$ cat src/hdl/multi_voice_sample_mixer_assert.svh
// Assertion macros for the voice mixer; clocked on clk, disabled in reset.
`ifndef MULTI_VOICE_SAMPLE_MIXER_ASSERT_SVH
`define MULTI_VOICE_SAMPLE_MIXER_ASSERT_SVH
`ifndef SYNTHESIS
`define MVSM_ASSERT_NOW(label, ante, cons, msg) \
    label: assert property (@(posedge clk) disable iff (!rst_n) (ante) |-> (cons)) \
        else $error(msg);
`define MVSM_ASSERT_NEXT(label, ante, cons, msg) \
    label: assert property (@(posedge clk) disable iff (!rst_n) (ante) |=> (cons)) \
        else $error(msg);
`else
`define MVSM_ASSERT_NOW(label, ante, cons, msg)
`define MVSM_ASSERT_NEXT(label, ante, cons, msg)
`endif
`endif

$ cat src/hdl/mvsm_pkg.sv
`default_nettype none
package mvsm_pkg;

    localparam int VOICES        = 16;
    localparam int SAMPLE_FRAMES = 65536;
    localparam int SAMPLE_W      = 16;
    localparam int POS_W         = 17;
    localparam int ADDR_W        = $clog2(SAMPLE_FRAMES);
    localparam int VOICE_W       = (VOICES > 1) ? $clog2(VOICES) : 1;
    localparam int SUM_W         = SAMPLE_W + $clog2(VOICES) + 1;

    localparam logic [1:0] OP_LOAD = 2'd0;
    localparam logic [1:0] OP_PLAY = 2'd1;
    localparam logic [1:0] OP_TICK = 2'd2;

    typedef struct packed {
        logic               load;
        logic               play;
        logic               clear;
        logic               visit;
        logic               emit;
        logic [VOICE_W-1:0] voice;
    } mvsm_cmd_t;

    typedef struct packed {
        logic out_busy;
    } mvsm_status_t;

endpackage
`default_nettype wire

$ cat src/hdl/mvsm_ctrl.sv
`default_nettype none
module mvsm_ctrl (
    input  wire logic                  clk,
    input  wire logic                  rst_n,
    input  wire logic                  in_valid,
    output logic                       in_ready,
    input  wire logic [1:0]            op,
    input  wire mvsm_pkg::mvsm_status_t status,
    output mvsm_pkg::mvsm_cmd_t        cmd
);
    import mvsm_pkg::*;

    typedef enum logic [1:0] {
        S_IDLE,
        S_SCAN,
        S_DRAIN,
        S_DONE
    } state_t;

    state_t             state_reg;
    state_t             state_next;
    logic [VOICE_W-1:0] voice_reg;
    logic [VOICE_W-1:0] voice_next;
    logic               accept;
    logic               last_voice;

    assign in_ready   = (state_reg == S_IDLE);
    assign accept     = in_valid && in_ready;
    assign last_voice = (voice_reg == VOICE_W'(VOICES - 1));

    always_comb
    begin
        cmd        = '0;
        cmd.voice  = voice_reg;
        state_next = state_reg;
        voice_next = voice_reg;
        unique case (state_reg)
            S_IDLE:
            begin
                if (accept)
                begin
                    unique case (op)
                        OP_LOAD: cmd.load = 1'b1;
                        OP_PLAY: cmd.play = 1'b1;
                        OP_TICK:
                        begin
                            cmd.clear  = 1'b1;
                            voice_next = '0;
                            state_next = S_SCAN;
                        end
                        default: ;
                    endcase
                end
            end
            S_SCAN:
            begin
                cmd.visit = 1'b1;
                if (last_voice)
                    state_next = S_DRAIN;
                else
                    voice_next = voice_reg + 1'b1;
            end
            S_DRAIN:
                state_next = S_DONE;
            S_DONE:
            begin
                if (!status.out_busy)
                begin
                    cmd.emit   = 1'b1;
                    state_next = S_IDLE;
                end
            end
            default:
                state_next = S_IDLE;
        endcase
    end

    always_ff @(posedge clk or negedge rst_n)
    begin
        if (!rst_n)
        begin
            state_reg <= S_IDLE;
            voice_reg <= '0;
        end
        else
        begin
            state_reg <= state_next;
            voice_reg <= voice_next;
        end
    end

endmodule
`default_nettype wire

$ cat config.mk
export PLATFORM = sky130hd
export DESIGN_NAME = mvsm_ctrl
export DESIGN_NICKNAME = d
export VERILOG_FILES = /design/src/hdl/multi_voice_sample_mixer_assert.svh /design/src/hdl/mvsm_pkg.sv /design/src/hdl/mvsm_ctrl.sv
export SDC_FILE = /design/constraint.sdc
export NUM_CORES = 1
export LEC_CHECK = 0
export BUFFER_PORTS_ARGS = -buffer_cell sky130_fd_sc_hd__buf_4
export CAP_MARGIN = 0
export CORE_AREA = 2 2 39 41
export DETAILED_ROUTE_END_ITERATION = 10
export DIE_AREA = 0 0 41 43
export HOLD_SLACK_MARGIN = 0.12
export PLACE_DENSITY_LB_ADDON = 0.15
export SLEW_MARGIN = 20
export SYNTH_ARGS = -nofsm -noshare
export SYNTH_HDL_FRONTEND = slang
export SYNTH_SLANG_ARGS = --single-unit
$ cat constraint.sdc
create_clock -name clk -period 2.1 [get_ports clk]
set_input_delay 0.42 -clock clk [delete_from_list [all_inputs] [get_ports clk]]
set_output_delay 0.42 -clock clk [all_outputs]
set_load 0.01 [all_outputs]
==> flow_summary_export.csv, run 1 <==
group,metric,value,unit
status,outcome,"completed",
yosys,syn_inst,46,
clock_network,cts-root-buf,"clkbuf_4",
detailed_routing,vias_per_cell,5.10,
clock_network,cts_num_sinks,6,
clock_network,clkTransAtPathRegs,0.04,ns
finish,mostFrequentLayoutCell,"buf_4",
setup_path,path_class,"reg2out",
finish,drive_above_1_share,33.8,%
setup_path,worstPathRequired,1.68,ns
global_route,antenna_found_initial,0,
yosys,synth_top_family_by_area,"simple AND/OR/NAND/NOR gates",
finish,n_antenna_cell,0,
sta,worst_pin_slew,0.493,ns
sta,setup_viol,0,
setup_path,cp_slowest_cell,"dfrtp_1",
setup_path,rr_startpoint,"state_reg[1]",
placed_design,portBuffers,15,
setup_path,cp_cell_sequence,"inv_1 > ha_2 > nand2_1 > nor3b_1 > buf_4",
detailed_routing,drc_errors,0,
setup_path,end_kind,"output port",
setup_path,critical_path.startpoint,"state_reg[0]",
yosys,synth_xor_area_share,0,%
die,initial_core_util,31.2,%
yosys,yosysTopAreaCell,"dfrtp_1",
placed_design,dpl.hpwl,738,µm
yosys,syn_avg_cell_area,9.38,µm²
finish,finish.instance_area,596,µm²
clock_network,worstSkewPairLatency,0.24,ns
finish,largest_reg_flops,4,
yosys,ys_ff_latch,6,
yosys,yosysWarnings,0,
die,die_h,43,µm
global_route,grt_max_degree,9,
yosys,netlist_area,432,µm²
global_route,grt_pass1_wl,1500,µm
setup_path,path_max_fanout,5,
detailed_routing,vias,413,
sta,fmax,530,MHz
global_route,grt_pass1_vias,362,
yosys,yosysTopAreaCellShare,34.8,%
clock_network,clk_path_buf_depth,2,
finish,area_growth,38.0,%
sta,skew,0.000661,ns
job,maxCapViolations,0,
detailed_routing,wl_per_cell,11.3,µm
yosys,synth_simple_gate_area_share,31.3,%
sta,drv_slew,0,
detailed_routing,drt_pass1_iterations,4,
yosys,synth_compound_area_share,12.2,%
power_and_ir_drop,p_leak,0.289,nW
finish,mostFrequentLayoutCells,"buf_4 (16), nand2_1 (8), dfrtp_1 (6)",
setup_path,crit_arrival,1.47,ns
sta,period_needed,1.89,ns
detailed_routing,drtIter0Drc,3,
yosys,yosys.area_share.adder,17.4,%
placed_design,place_area,561,µm²
global_route,grtUsageTotal,12.7,%
sta,maxSlewHeadroom,67.1,%
placed_design,place.gp.congestion,0.723,
clock_network,cts.htree.levels,1,
setup_path,max_stage_delay,0.39,ns
sta,fin_tns_setup,0,ns
die,num_rows,14,
die,io_pins,16,
yosys,synthTopCellsByArea,"dfrtp_1 (35%), ha_1 (17%), nand2_1 (7.0%), nand3_1 (5.8%), a211o_4 (4.1%)",
finish,nets,79,
yosys,ys_seq_area_share,34.8,%
setup_path,cp-start-kind,"register",
sta,grt_setup_unrepaired,"false",
detailed_routing,ant_nets,0,
die,dieArea,1760,µm²
die,coreArea,1380,µm²
clock_network,cts_buffers,3,
yosys,yosys.cell_types.count,19,
sta,fin_crit_sh,89.9,%
power_and_ir_drop,powerDensity,1330,nW/µm²
yosys,syn_nets,58,
power_and_ir_drop,vdd_drop_max,0.624,mV
finish,nFillCells,135,
sta,finalHoldViolCount,0,
worst_hold_path,min_path_type,"in2async",
clock_network,cts_tree,"done",
global_route,grt_overflow,0,
die,die_x,41,µm
yosys,synthMuxAreaShare,0,%
detailed_routing,wl,912,µm
## power breakdown
part           switching (mW)  internal [mW]
Sequential             0.0597          0.170
Clock                  0.0403         0.0646
Combinational           0.241          0.219
Total                   0.341          0.454
## metal layers
metal / global-route usage [%] / vias up / wire length [µm]
met2: 20.3 / 18 / 454
met5: 0 / - / 0
met3: 3.14 / 0 / 73
met1: 15.8 / 191 / 384
met4: 4.00 / 0 / 0
li1: - / 204 / -
## path summary, 6_finish.rpt
path | end | slack, ns | depth (start not counted)
min in group clk | voice_reg[1] | 0.56 | 2
worst max-delay path | cmd[7] | 0.21 | 5
max in group asynchronous | voice_reg[2] | 1.46 | 2
worst min-delay path | voice_reg[0] | 0.52 | 2
worst max register to register | voice_reg[3] | 0.22 | 6
worst min register to register | voice_reg[1] | 0.56 | 2
## logic make-up after synthesis
kind of cell / count (synthesis)
DFF: 6
buffers and inverters: 3
AOI/OAI and AO/OA: 7
and+or+nand+nor: 24
adders and majority gates: 6
## area by class of cell
| cell class | instances | area (µm²) | share of cell area (%) |
|---|---|---|---|
| multi-input combinational | 37 | 265 | 44.5 |
| tap | 16 | 20.0 | 3.36 |
| clock buffer | 3 | 22.5 | 3.78 |
| sequential | 6 | 150 | 25.2 |
| timing repair buffer | 17 | 130 | 21.8 |
| inverter | 2 | 7.51 | 1.26 |
## synthesized netlist by cell type
library cell	number
or2b_1	1
or4b_1	1
nand3_1	5
nor2b_1	1
a211o_4	1
a222oi_1	1
dfrtp_1	6
o21ai_0	3
ha_1	6
and4_4	1
o21ai_1	2
nor2_1	1
nand3b_1	2
nand2_1	8
inv_1	2
nor3_1	1
nor3b_1	2
or3_1	1
buf_6	1
## critical path: cells and delay by family (launching register included)
kind                     cells  cell delay [ns]
AND/OR/NAND/NOR              2             0.30
adder cells (fa/ha/maj)      1             0.25
flip-flops                   1             0.39
buffers and inverters        2             0.28
## through the flow
stage	instances	worst slack (ns)	power [mW]	util, %	hold WS (ns)
2_1_floorplan	46	0.194	0.516	-	0.124
3_3_place_gp	77	0.259	0.679	40.5	0.233
3_5_place_dp	77	0.240	0.685	40.5	0.233
4_1_cts	81	0.133	0.800	42.9	0.519
5_1_grt	81	0.0552	0.881	43.0	0.547
6_report	81	0.213	0.795	43.0	0.524
## repair_timing
item / CTS / global route
setup endpoints to repair: 0 / 1
hold buffers: 1 / 0
buffers inserted: 0 / 0
endpoints found under the hold margin: 6 / 0
resized for setup: 0 / 1
Note: power is estimated with default switching activity, not from simulation.
==> inputs of run 2 (changes only) <==
- GPL_TIMING_DRIVEN: unset -> 0
- clock period: 2.1 -> 1.7 ns (I/O delays scaled with it)
==> run 2 against run 1 <==
  * Utilization is 7.0 points higher
  * Setup slack lost 0.17 ns
  * Register-to-register slack got worse by 0.17 ns
  * Clock power rose by 23%
  * Sequential share of layout area decreased by 3.3 points
  * Sequential cell count did not move
==> flow_summary_export.csv, run 2 (synthesis gave the netlist of run 1 again) <==
group,metric,value,unit
power_and_ir_drop,vdd_drop_max,0.748,mV
sta,grt_setup_unrepaired,"true",
finish,mostFrequentLayoutCell,"buf_4",
clock_network,clk_path_buf_depth,2,
sta,drv_slew,0,
clock_network,cts-root-buf,"clkbuf_4",
global_route,grt_use_met3,7.85,%
finish,register_area,151,µm²
clock_network,cts_num_sinks,6,
sta,setup_viol,0,
die,die_x,41,µm
clock_network,cts.htree.levels,1,
finish,largest_reg_flops,4,
detailed_routing,vias_per_cell,4.85,
finish,fin_cells,88,
placed_design,place.gp.congestion,0.642,
detailed_routing,drc_errors,0,
finish,finish.instance_area,692,µm²
detailed_routing,drt_pass1_iterations,4,
sta,fin_crit_sh,97.7,%
die,initial_core_util,31.2,%
sta,maxSlewHeadroom,68.8,%
die,num_rows,14,
setup_path,worstPathRequired,1.36,ns
finish,nets,86,
placed_design,place_area,589,µm²
global_route,grt_use_met1,14.4,%
global_route,grt_pass1_vias,377,
placed_design,pre_cts_ws,-0.125,ns
setup_path,cp_slowest_cell,"dfrtp_2",
die,coreArea,1380,µm²
sta,period_needed,1.66,ns
setup_path,cp_cell_sequence,"inv_2 > ha_4 > nand2_2 > nor3b_2 > buf_4",
finish,n_antenna_cell,0,
sta,fmax,602,MHz
status,outcome,"completed",
finish,multi_input_area,308,µm²
die,die_h,43,µm
clock_network,cts_buffers,3,
power_and_ir_drop,powerDensity,1700,nW/µm²
sta,worst_pin_slew,0.468,ns
finish,nFillCells,140,
finish,post-route-util,50.0,%
clock_network,cts_tree,"done",
setup_path,path_max_fanout,5,
global_route,grt.busiest_layer,"met2",
setup_path,path_class,"reg2out",
sta,finalHoldViolCount,0,
setup_path,max_stage_delay,0.43,ns
sta,skew,0.00849,ns
detailed_routing,wl,944,µm
detailed_routing,wl_per_cell,10.7,µm
finish,drive_above_1_share,52.8,%
power_and_ir_drop,p_total,1.17,mW
setup_path,crit_arrival,1.32,ns
worst_hold_path,min_path_type,"in2async",
detailed_routing,ant_nets,0,
global_route,grtUsageTotal,12.5,%
clock_network,clkTransAtPathRegs,0.05,ns
global_route,grt_max_degree,8,
clock_network,worstSkewPairLatency,0.25,ns
detailed_routing,drtIter0Drc,6,
detailed_routing,vias,427,
die,dieArea,1760,µm²
placed_design,dp_cells,77,
global_route,antenna_found_initial,0,
finish,mostFrequentLayoutCells,"buf_4 (23), nand2_1 (7), nand3_1 (5), dfrtp_1 (5)",
placed_design,dpl.hpwl,654,µm
power_and_ir_drop,p_leak,0.324,nW
setup_path,end_kind,"output port",
global_route,gr-usage-met2,19.4,%
global_route,grt_pass1_wl,1470,µm
global_route,grt_overflow,0,
placed_design,portBuffers,15,
die,io_pins,16,
finish,area_growth,60.3,%
job,maxCapViolations,0,
setup_path,cp-start-kind,"register",
sta,setup_ws,0.0390,ns
-- run 2: changes by cell type in the layout (fill, tap and decap cells not counted), sizes merged --
cell  previous run  this run
buf             16        23
-- run 2: critical path: cells and delay by family (launching register included) --
kind / cells / cell delay (ns)
and+or+nand+nor: 2 / 0.26
DFF: 1 / 0.43
adders and majority gates: 1 / 0.16
buffers and inverters: 2 / 0.23
-- run 2: worst paths after layout --
kind	start	end	slack, ns	cells past startpoint
setup / recovery	state_reg[0]	cmd[7]	0.04	5
hold reg to reg	voice_reg[3]	voice_reg[3]	0.60	2
hold / removal	rst_n	voice_reg[2]	0.43	2
min in group clk	status	state_reg[1]	0.48	4
setup reg to reg	state_reg[0]	voice_reg[3]	0.05	6
max in group asynchronous	rst_n	state_reg[0]	1.13	2
-- run 2: stage by stage --
| stage | hold slack (ns) | TNS, ns |
|---|---|---|
| finish | 0.433 | 0 |
| global placement | 0.152 | -0.105 |
| detailed placement | 0.151 | -0.125 |
| global route | 0.445 | -0.145 |
| floorplan | 0.0444 | -0.0473 |
| CTS | 0.428 | -0.0393 |
-- run 2: final cells by class --
| cell class | instances | area share, % |
|---|---|---|
| multi-input cells | 37 | 44.5 |
| repair buffers | 24 | 26.4 |
| clock buffers | 3 | 3.25 |
| inverters | 2 | 1.08 |
| flip-flops and latches | 6 | 21.9 |
| well taps | 16 | 2.89 |
-- run 2: where the power goes --
group          switching, mW  internal (mW)
combinational          0.349          0.410
sequential            0.0728          0.212
clock                 0.0495         0.0797
-- run 2: what timing repair did --
item,4_1_cts,5_1_grt
setup buffers,8,0
endpoints found under the hold margin,6,0
hold buffers,1,0
gates resized for setup,4,3
pin swaps,4,4
endpoints found under the setup margin,4,5
-- run 2: per-layer routing --
metal,routed length (µm),vias to the layer above
met3,75,0
met1,385,198
met2,483,12
li1,-,217
met5,0,-
met4,0,0
==> inputs of run 3 (changes only) <==
- ABC_AREA: unset -> 0
- PLACE_DENSITY_LB_ADDON: 0.15 -> 0.2
==> run 3 against run 2 <==
  * Sequential power up 4%
  * Wire length increased by 11%
  * Cell area grew 8.1%
  * Utilization is 4.1 points higher
  * Worst hold slack improved by 0.010 ns
  * Clock power up 3%
  * Die area unchanged
  * Sequential share of layout area down 1.8 points
  * Critical path depth stayed put
  * Via count up 9.6%
  * Critical endpoint is now voice_reg[3]
  * Non-clock buffer count up 6
==> flow_summary_export.csv, run 3 (synthesis gave the netlist of run 1 again) <==
group,metric,value,unit
setup_path,path_max_fanout,4,
clock_network,cts_tree,"done",
setup_path,path_class,"reg2reg",
sta,setup_viol,0,
sta,period_needed,1.69,ns
finish,post-route-util,54.1,%
finish,nets,92,
global_route,antenna_found_initial,0,
setup_path,crit_arrival,1.87,ns
detailed_routing,wl_per_cell,11.1,µm
clock_network,cts_num_sinks,6,
die,die_x,41,µm
finish,fin_cells,94,
job,maxCapViolations,0,
power_and_ir_drop,p_leak,0.356,nW
sta,worst_pin_slew,0.484,ns
setup_path,end_kind,"register",
detailed_routing,drc_errors,0,
sta,grt_setup_unrepaired,"true",
placed_design,dpl.hpwl,684,µm
placed_design,pre_cts_ws,-0.112,ns
power_and_ir_drop,vdd_drop_max,0.808,mV
sta,drv_slew,0,
placed_design,portBuffers,15,
die,dieArea,1760,µm²
finish,nFillCells,134,
clock_network,clkTransAtPathRegs,0.05,ns
finish,mostFrequentLayoutCells,"buf_4 (29), nand2_1 (7), dfrtp_1 (6)",
clock_network,clk_path_buf_depth,2,
placed_design,dp_cells,77,
setup_path,cp-start-kind,"register",
die,num_rows,14,
placed_design,place.gp.congestion,0.701,
setup_path,r2r_setup_slack,0.008,ns
die,die_h,43,µm
sta,setup_ws,0.00838,ns
clock_network,cts-root-buf,"clkbuf_4",
clock_network,worstSkewPairLatency,0.24,ns
finish,n_antenna_cell,0,
global_route,grt_pass1_vias,421,
sta,fin_crit_sh,99.5,%
detailed_routing,drt_pass1_iterations,4,
detailed_routing,wl,1050,µm
detailed_routing,vias,468,
sta,skew,0.00296,ns
global_route,grt_pass1_wl,1610,µm
sta,fin_tns_setup,0,ns
global_route,grt_max_degree,8,
detailed_routing,ant_nets,0,
status,outcome,"completed",
die,coreArea,1380,µm²
sta,maxSlewHeadroom,67.8,%
worst_hold_path,min_path_type,"in2async",
finish,drive_above_1_share,55.1,%
finish,mostFrequentLayoutCell,"buf_4",
sta,finalHoldViolCount,0,
setup_path,worstPathRequired,1.88,ns
global_route,grt_overflow,0,
finish,area_growth,73.3,%
clock_network,cts_buffers,3,
global_route,grtUsageTotal,13.7,%
power_and_ir_drop,powerDensity,1760,nW/µm²
die,initial_core_util,31.2,%
sta,fmax,591,MHz
die,io_pins,16,
detailed_routing,drtIter0Drc,5,
detailed_routing,vias_per_cell,4.98,
finish,largest_reg_flops,4,
clock_network,cts.htree.levels,1,
-- run 3: layer usage --
layer,vias to the layer above,wire length (µm),track usage [%]
met3,0,59,3.14
met1,220,450,15.9
met4,0,0,8.00
li1,234,-,-
met5,-,0,0
met2,14,536,21.6
-- run 3: path summary, 6_finish.rpt --
path,startpoint,endpoint,cells past startpoint
worst max-delay path,voice_reg[1],voice_reg[3],5
max in group asynchronous,rst_n,state_reg[1],2
min in group clk,status,state_reg[1],4
worst max register to register,voice_reg[1],voice_reg[3],5
worst min register to register,voice_reg[1],voice_reg[1],2
worst min-delay path,rst_n,voice_reg[0],2
-- run 3: area by class of cell --
class                           count  area [µm²]  share of cell area, %
Multi-Input combinational cell     37         320                   42.8
Sequential cell                     6         150                   20.1
Tap cell                           16        20.0                   2.68
Inverter                            2        7.51                   1.00
Timing Repair Buffer               30         228                   30.4
Clock buffer                        3        22.5                   3.01
-- run 3: repair_timing --
item,4_1_cts,5_1_grt
setup endpoints to repair,4,4
endpoints found under the hold margin,6,0
resized for setup,6,2
hold buffers,1,0
pin swaps,3,7
setup buffers,9,5
-- run 3: power breakdown --
| group | leakage [nW] | internal (mW) | total [mW] | switching, mW |
|---|---|---|---|---|
| registers | 0.0790 | 0.210 | 0.295 | 0.0852 |
| clock network | 0.0138 | 0.0800 | 0.133 | 0.0527 |
| logic | 0.263 | 0.510 | 0.890 | 0.380 |
| total | 0.356 | 0.800 | 1.32 | 0.517 |
-- run 3: per-stage QoR --
stage | area (µm²) | power [mW] | hold WS [ns]
finish | 748 | 1.32 | 0.443
global placement | 589 | 0.892 | 0.152
CTS | 703 | 1.21 | 0.434
detailed placement | 589 | 0.906 | 0.154
global route | 748 | 1.45 | 0.464
floorplan | 457 | 0.697 | 0.0444
-- run 3: critical path: stages (launching register included) --
cell     delay, ns
dfrtp_1       0.43
ha_4          0.19
and4_4        0.16
a211o_4       0.26
or4b_1        0.50
nand3_1       0.09
